### src/sv/bse_pkg.sv
package bse_pkg;

	// defaults for the top-level parameters
	localparam int MAX_TILES_DEF      = 64;
	localparam int VALUE_BITS_DEF     = 24;
	localparam int EDGE_TOLERANCE_DEF = 25;

	localparam int KNOTS_PER_TILE = 25;
	localparam int GRID           = 5;

	// field widths
	localparam int COORD_W = 16;
	localparam int SIZE_W  = 13;
	localparam int TILES_W = 4;
	localparam int IDX_W   = 11;
	localparam int KNOT_W  = 24;
	localparam int OUT_W   = 24;
	localparam int BLEND_W = 17;
	localparam int FRAC_W  = 18;

	// shared divider
	localparam int DIV_NUM_W = 32;
	localparam int DIV_DEN_W = 13;

	// opcodes
	localparam logic OP_WRITE = 1'b0;
	localparam logic OP_EVAL  = 1'b1;

	typedef enum logic [2:0] {
		REG_ORIGIN_X     = 3'd0,
		REG_ORIGIN_Y     = 3'd1,
		REG_IMAGE_WIDTH  = 3'd2,
		REG_IMAGE_HEIGHT = 3'd3,
		REG_TILE_COLUMNS = 3'd4,
		REG_TILE_ROWS    = 3'd5,
		REG_TILE_WIDTH   = 3'd6,
		REG_TILE_HEIGHT  = 3'd7
	} cfg_reg_t;

	typedef enum logic [3:0] {
		ST_IDLE,
		ST_DIVX,
		ST_DIVY,
		ST_FRX,
		ST_FRY,
		ST_BLX_SQ,
		ST_BLX,
		ST_BLY_SQ,
		ST_BLY,
		ST_TILE,
		ST_MAC,
		ST_DRAIN,
		ST_FINAL
	} state_t;

	typedef struct packed {
		logic                 start;
		logic [DIV_NUM_W-1:0] num;
		logic [DIV_DEN_W-1:0] den;
	} div_req_t;

	typedef struct packed {
		logic                 done;
		logic [DIV_NUM_W-1:0] quo;
		logic [DIV_DEN_W-1:0] rem;
	} div_rsp_t;

	typedef logic [GRID-1:0][BLEND_W-1:0] blend5_t;

	typedef struct packed {
		logic              ok;
		logic [SIZE_W-1:0] val;
	} clamp_t;

	// offset clamp to [0, size-1] within the edge tolerance
	function automatic clamp_t clamp_axis(logic signed [18:0] p, logic [SIZE_W-1:0] size,
			logic signed [18:0] tol);
		clamp_t            r;
		logic signed [18:0] sz;
		sz    = $signed({6'b0, size});
		r.ok  = 1'b1;
		r.val = p[SIZE_W-1:0];
		if (p < 0) begin
			r.ok  = p > -tol;
			r.val = '0;
		end else if (p >= sz) begin
			r.ok  = p < sz + tol;
			r.val = size - SIZE_W'(1);
		end
		return r;
	endfunction

	// quadratic open uniform blends in Q16 from segment, t, t^2 and (1-t)^2
	function automatic blend5_t blend(logic [1:0] seg, logic [15:0] t, logic [31:0] t2,
			logic [32:0] omt2);
		logic [34:0] d [GRID];
		logic [34:0] tt, t2w, om, one2, s;
		blend5_t     b;
		tt   = 35'(t);
		t2w  = 35'(t2);
		om   = 35'(omt2);
		one2 = 35'(1) << 32;
		for (int k = 0; k < GRID; k++) d[k] = '0;
		case (seg)
			2'd0: begin
				d[0] = om << 1;
				d[1] = (tt << 18) - t2w - (t2w << 1);
				d[2] = t2w;
			end
			2'd1: begin
				d[1] = om;
				d[2] = one2 + (tt << 17) - (t2w << 1);
				d[3] = t2w;
			end
			2'd2: begin
				d[2] = om;
				d[3] = one2 + (tt << 17) - t2w - (t2w << 1);
				d[4] = t2w << 1;
			end
			default: begin
				d[4] = one2 << 1;
			end
		endcase
		for (int k = 0; k < GRID; k++) begin
			s    = d[k] + 35'(65536);
			b[k] = s[33:17];
		end
		return b;
	endfunction

endpackage

### src/sv/bse_div.sv
// restoring divider, one quotient bit per cycle
module bse_div (
	input  logic                clk,
	input  logic                arst_n,
	input  bse_pkg::div_req_t   req,
	output bse_pkg::div_rsp_t   rsp
);

	localparam int CNT_W = $clog2(bse_pkg::DIV_NUM_W);

	logic [bse_pkg::DIV_NUM_W-1:0] quo_q;
	logic [bse_pkg::DIV_DEN_W-1:0] rem_q;
	logic [bse_pkg::DIV_DEN_W-1:0] den_q;
	logic [CNT_W-1:0]              cnt_q;
	logic                          busy_q;
	logic                          done_q;
	logic [bse_pkg::DIV_DEN_W:0]   r2;
	logic [bse_pkg::DIV_DEN_W:0]   diff;
	logic                          ge;

	assign r2   = {rem_q, quo_q[bse_pkg::DIV_NUM_W-1]};
	assign ge   = r2 >= {1'b0, den_q};
	assign diff = r2 - {1'b0, den_q};

	always_ff @(posedge clk or negedge arst_n) begin
		if (!arst_n) begin
			busy_q <= 1'b0;
			done_q <= 1'b0;
			cnt_q  <= '0;
		end else begin
			done_q <= 1'b0;
			if (busy_q) begin
				cnt_q <= cnt_q + CNT_W'(1);
				if (cnt_q == CNT_W'(bse_pkg::DIV_NUM_W - 1)) begin
					busy_q <= 1'b0;
					done_q <= 1'b1;
				end
			end else if (req.start) begin
				busy_q <= 1'b1;
				cnt_q  <= '0;
			end
		end
	end

	always_ff @(posedge clk) begin
		if (busy_q) begin
			quo_q <= {quo_q[bse_pkg::DIV_NUM_W-2:0], ge};
			rem_q <= ge ? diff[bse_pkg::DIV_DEN_W-1:0] : r2[bse_pkg::DIV_DEN_W-1:0];
		end else if (req.start) begin
			quo_q <= req.num;
			rem_q <= '0;
			den_q <= req.den;
		end
	end

	assign rsp.done = done_q;
	assign rsp.quo  = quo_q;
	assign rsp.rem  = rem_q;

endmodule

### config.mk
export PLATFORM = sky130hd
export DESIGN_NAME = bse_div
export DESIGN_NICKNAME = d
export VERILOG_FILES = /design/src/sv/bse_pkg.sv /design/src/sv/bse_div.sv
export SDC_FILE = /design/constraint.sdc
export NUM_CORES = 1
export LEC_CHECK = 0
export BUFFER_PORTS_ARGS = -buffer_cell sky130_fd_sc_hd__buf_2
export CAP_MARGIN = 20
export CORE_ASPECT_RATIO = 1.25
export CORE_MARGIN = 4
export CORE_UTILIZATION = 32
export DETAILED_ROUTE_END_ITERATION = 12
export PLACE_DENSITY_LB_ADDON = 0.25
export SLEW_MARGIN = 25
export SYNTH_ARGS = -nofsm -noshare
export SYNTH_HDL_FRONTEND = slang
export SYNTH_SLANG_ARGS = --single-unit
### constraint.sdc
create_clock -name clk -period 6.95 [get_ports clk]
set_clock_uncertainty 0.1 [all_clocks]
set_input_delay 0 -clock clk [delete_from_list [all_inputs] [get_ports clk]]
set_output_delay 0 -clock clk [all_outputs]
set_load 0.005 [all_outputs]
==> impl_metrics.json <==
{
  "multiInputGateArea_mm2": 0.00133,
  "path_buf_inv": 2,
  "ir_worst_vdd_uv": 237,
  "cts_sinks": 65,
  "power_uw": 2110,
  "drc_errors": 0,
  "timing.rr.end": "rem_q[11]$_SDFFCE_PN0P_",
  "clock_latency_ns": 0.33,
  "min_period_ns": 2.91,
  "reg2regPathDepth": 10,
  "grt_pass1_vias": 2791,
  "portBuffers": 93,
  "num_antenna_cells": 0,
  "crit_chain": "inv_1 > ha_1 > inv_1 > fa_1 > a211oi_2 > o21ai_2 > a31oi_2 > o21ai_2 > or3b_1 > o211ai_2",
  "end_kind": "register",
  "synthFlopType": "edfxtp_1",
  "syn_nets": 315,
  "antenna_found_initial": 0,
  "avgViaCountPerCell": 4.70,
  "hold_violations": 0,
  "grt_overflow_total": 0,
  "finish.instance_area_mm2": 0.00473,
  "htree_levels": 3,
  "ios": 94,
  "vias": 2492,
  "synth_area_mm2": 0.00337,
  "syn2layout_area_growth_pct": 40.3,
  "grt_setup_unrepaired": "false",
  "clock.fmax_ghz": 0.344,
  "core_mm2": 0.0102,
  "status": "completed",
  "ys_types": 46,
  "ys_seq_elements": 65,
  "cts_root_buf": "clkbuf_16",
  "regArea_mm2": 0.00192,
  "die_area_mm2": 0.0123,
  "path_class": "reg2reg",
  "cts_resized": 0,
  "layout-drive-gt1-share_pct": 38.2,
  "p_leak_uw": 0.00204,
  "clockBufferDepth": 2,
  "yosysSeqAreaShare_pct": 56.8,
  "die_w_um": 99.8,
  "avgRoutedWirePerCell_um": 14.9,
  "cpMaxStageDelayCell": "o21ai_2",
  "start_util_pct": 33.0,
  "ys.warnings.count": 0,
  "post-route-period-util_pct": 41.9,
  "final_util_pct": 46.4,
  "required_ns": 7.02,
  "cp.depth": 10,
  "drt_iter0_markers": 38,
  "finalMaxSlewViolations": 0,
  "rrSetupSlack_ns": 4.04,
  "die_h_um": 123,
  "dr.pass1.iters": 4,
  "crit_path_start": "quo_q[31]$_DFFE_PP_",
  "num-fill-cells": 946,
  "hpwl_um": 5210,
  "cap_violations": 0,
  "dpl-instance-area_mm2": 0.00396,
  "cp.arrival_ns": 2.98,
  "crit_fanout": 19,
  "rows": 41,
  "synth.area.top_cells": "edfxtp_1, mux2_2, ha_1, dfrtp_1, mux2i_1",
  "synth_area_per_cell_um2": 13.4,
  "cts.clk_slew.worst_paths_ns": 0.06,
  "finalSetupViolations": 0,
  "post_cts_buffers": 0,
  "finalSetupTns_ns": 0,
  "cp_slowest_stage_delay_ns": 0.81,
  "r2r_start": "quo_q[31]$_DFFE_PP_",
  "setup_slack_ns": 4.04,
  "yosys-top-cells-count": "edfxtp_1, mux2_2, inv_1, ha_1",
  "fin_nets": 460,
  "startpoint_type": "register",
  "max-slew-margin-rel_pct": 31.9,
  "worst_pin_slew_ns": 1.02,
  "synth_top_area_share_pct": 51.6,
  "grt_use_total_pct": 13.8,
  "place_congestion": 0.786,
  "grt_max_degree": 60,
  "cts_buffers": 9,
  "power_density_mw_per_mm2": 446,
  "worstHoldPathType": "in2reg",
  "yosysMostFrequentCell": "edfxtp_1",
  "syn_inst": 251,
  "synthArstFlopShare_pct": 10.8,
  "synth_edf_count": 58,
  "antenna_left": 0,
  "place_ws_ns": 4.03,
  "wirelength_um": 7920,
  "grt_pass1_wl_um": 13200,
  "cts_tree": "yes",
  "crit_end": "rem_q[11]$_SDFFCE_PN0P_",
  "cp_top_family": "compound AO/OA/AOI/OAI gates",
  "synth_top_area_cell": "edfxtp_1"
}
==> cell usage in the layout, fill, tap and decap left out, types with 4 or more instances in the layout <==
master         instances
dfrtp_1                6
ha_1                  15
nand2_1               12
inv_1                 16
nor2b_1                9
nor2_1                12
xnor2_1                8
o211ai_1               5
nand2b_1               4
a21oi_1               10
mux2_2                33
buf_2                 93
o21ai_0                4
mux2i_1                9
clkbuf_16              9
edfxtp_1              58
dlygate4sd3_1         48
==> layout make-up <==
cell class / count / area share [%]
inverter: 17 / 1.35
timing repair buffer: 144 / 20.5
tap: 129 / 3.41
clock buffer: 10 / 4.84
multi-input combinational: 159 / 28.2
sequential: 65 / 40.5
clock inverter: 6 / 1.27
==> routing by layer <==
| metal | up-vias | share of wire (%) | track usage [%] |
|---|---|---|---|
| met5 | - | 0 | 0 |
| met4 | 0 | 1.8 | 5.47 |
| met3 | 13 | 6.9 | 5.00 |
| met2 | 78 | 48 | 22.6 |
| met1 | 1180 | 43 | 16.3 |
| li1 | 1221 | - | - |
==> flip-flops by register name, indices dropped and copies added, names as in the netlist <==
signal,flops
den_q,13
quo_q,32
busy_q,1
cnt_q,5
rem_q,13
done_q,1
==> stage by stage <==
step	hold slack, ns	std cells
floorplan	-0.396	251
global placement	-0.255	466
detailed placement	-0.250	466
CTS	0.277	530
global route	0.290	530
finish	0.291	530
==> logic make-up (layout without fill, tap and decap cells) <==
group	Yosys count	count (layout)	synth area share [%]
flip-flops	65	65	56.8
XOR/XNOR	10	10	2.60
AND/OR/NAND/NOR	53	53	8.75
AO/OA/AOI/OAI	38	38	8.31
buffers and inverters	27	177	3.67
adder cells (fa/ha/maj)	16	16	6.16
multiplexers	42	42	13.7
==> how the worst min path moves through the flow <==
stage / to / slack (ns) / depth (start not counted) / from
floorplan: busy_q$_DFF_PN0_ / -0.40 / 0 / arst_n
global placement: cnt_q[4]$_DFFE_PN0P_ / -0.25 / 1 / arst_n
detailed placement: done_q$_DFF_PN0_ / -0.25 / 1 / arst_n
CTS: den_q[8]$_DFFE_PP_ / 0.28 / 2 / req[8]
global route: den_q[2]$_DFFE_PP_ / 0.29 / 2 / req[2]
finish: den_q[8]$_DFFE_PP_ / 0.29 / 2 / req[8]
==> what timing repair did <==
item                                   4_1_cts  5_1_grt
setup endpoints to repair                    0        0
endpoints found under the hold margin       55        0
hold buffers                                48        0
==> report_power, final <==
| part | total (uW) | switching (uW) | internal (uW) | leakage (uW) |
|---|---|---|---|---|
| logic | 902 | 434 | 468 | 0.00123 |
| registers | 764 | 99.6 | 665 | 0.000667 |
| clock network | 444 | 168 | 276 | 0.000140 |
| total | 2110 | 701 | 1410 | 0.00204 |
Power figures use the tool's default switching activity.
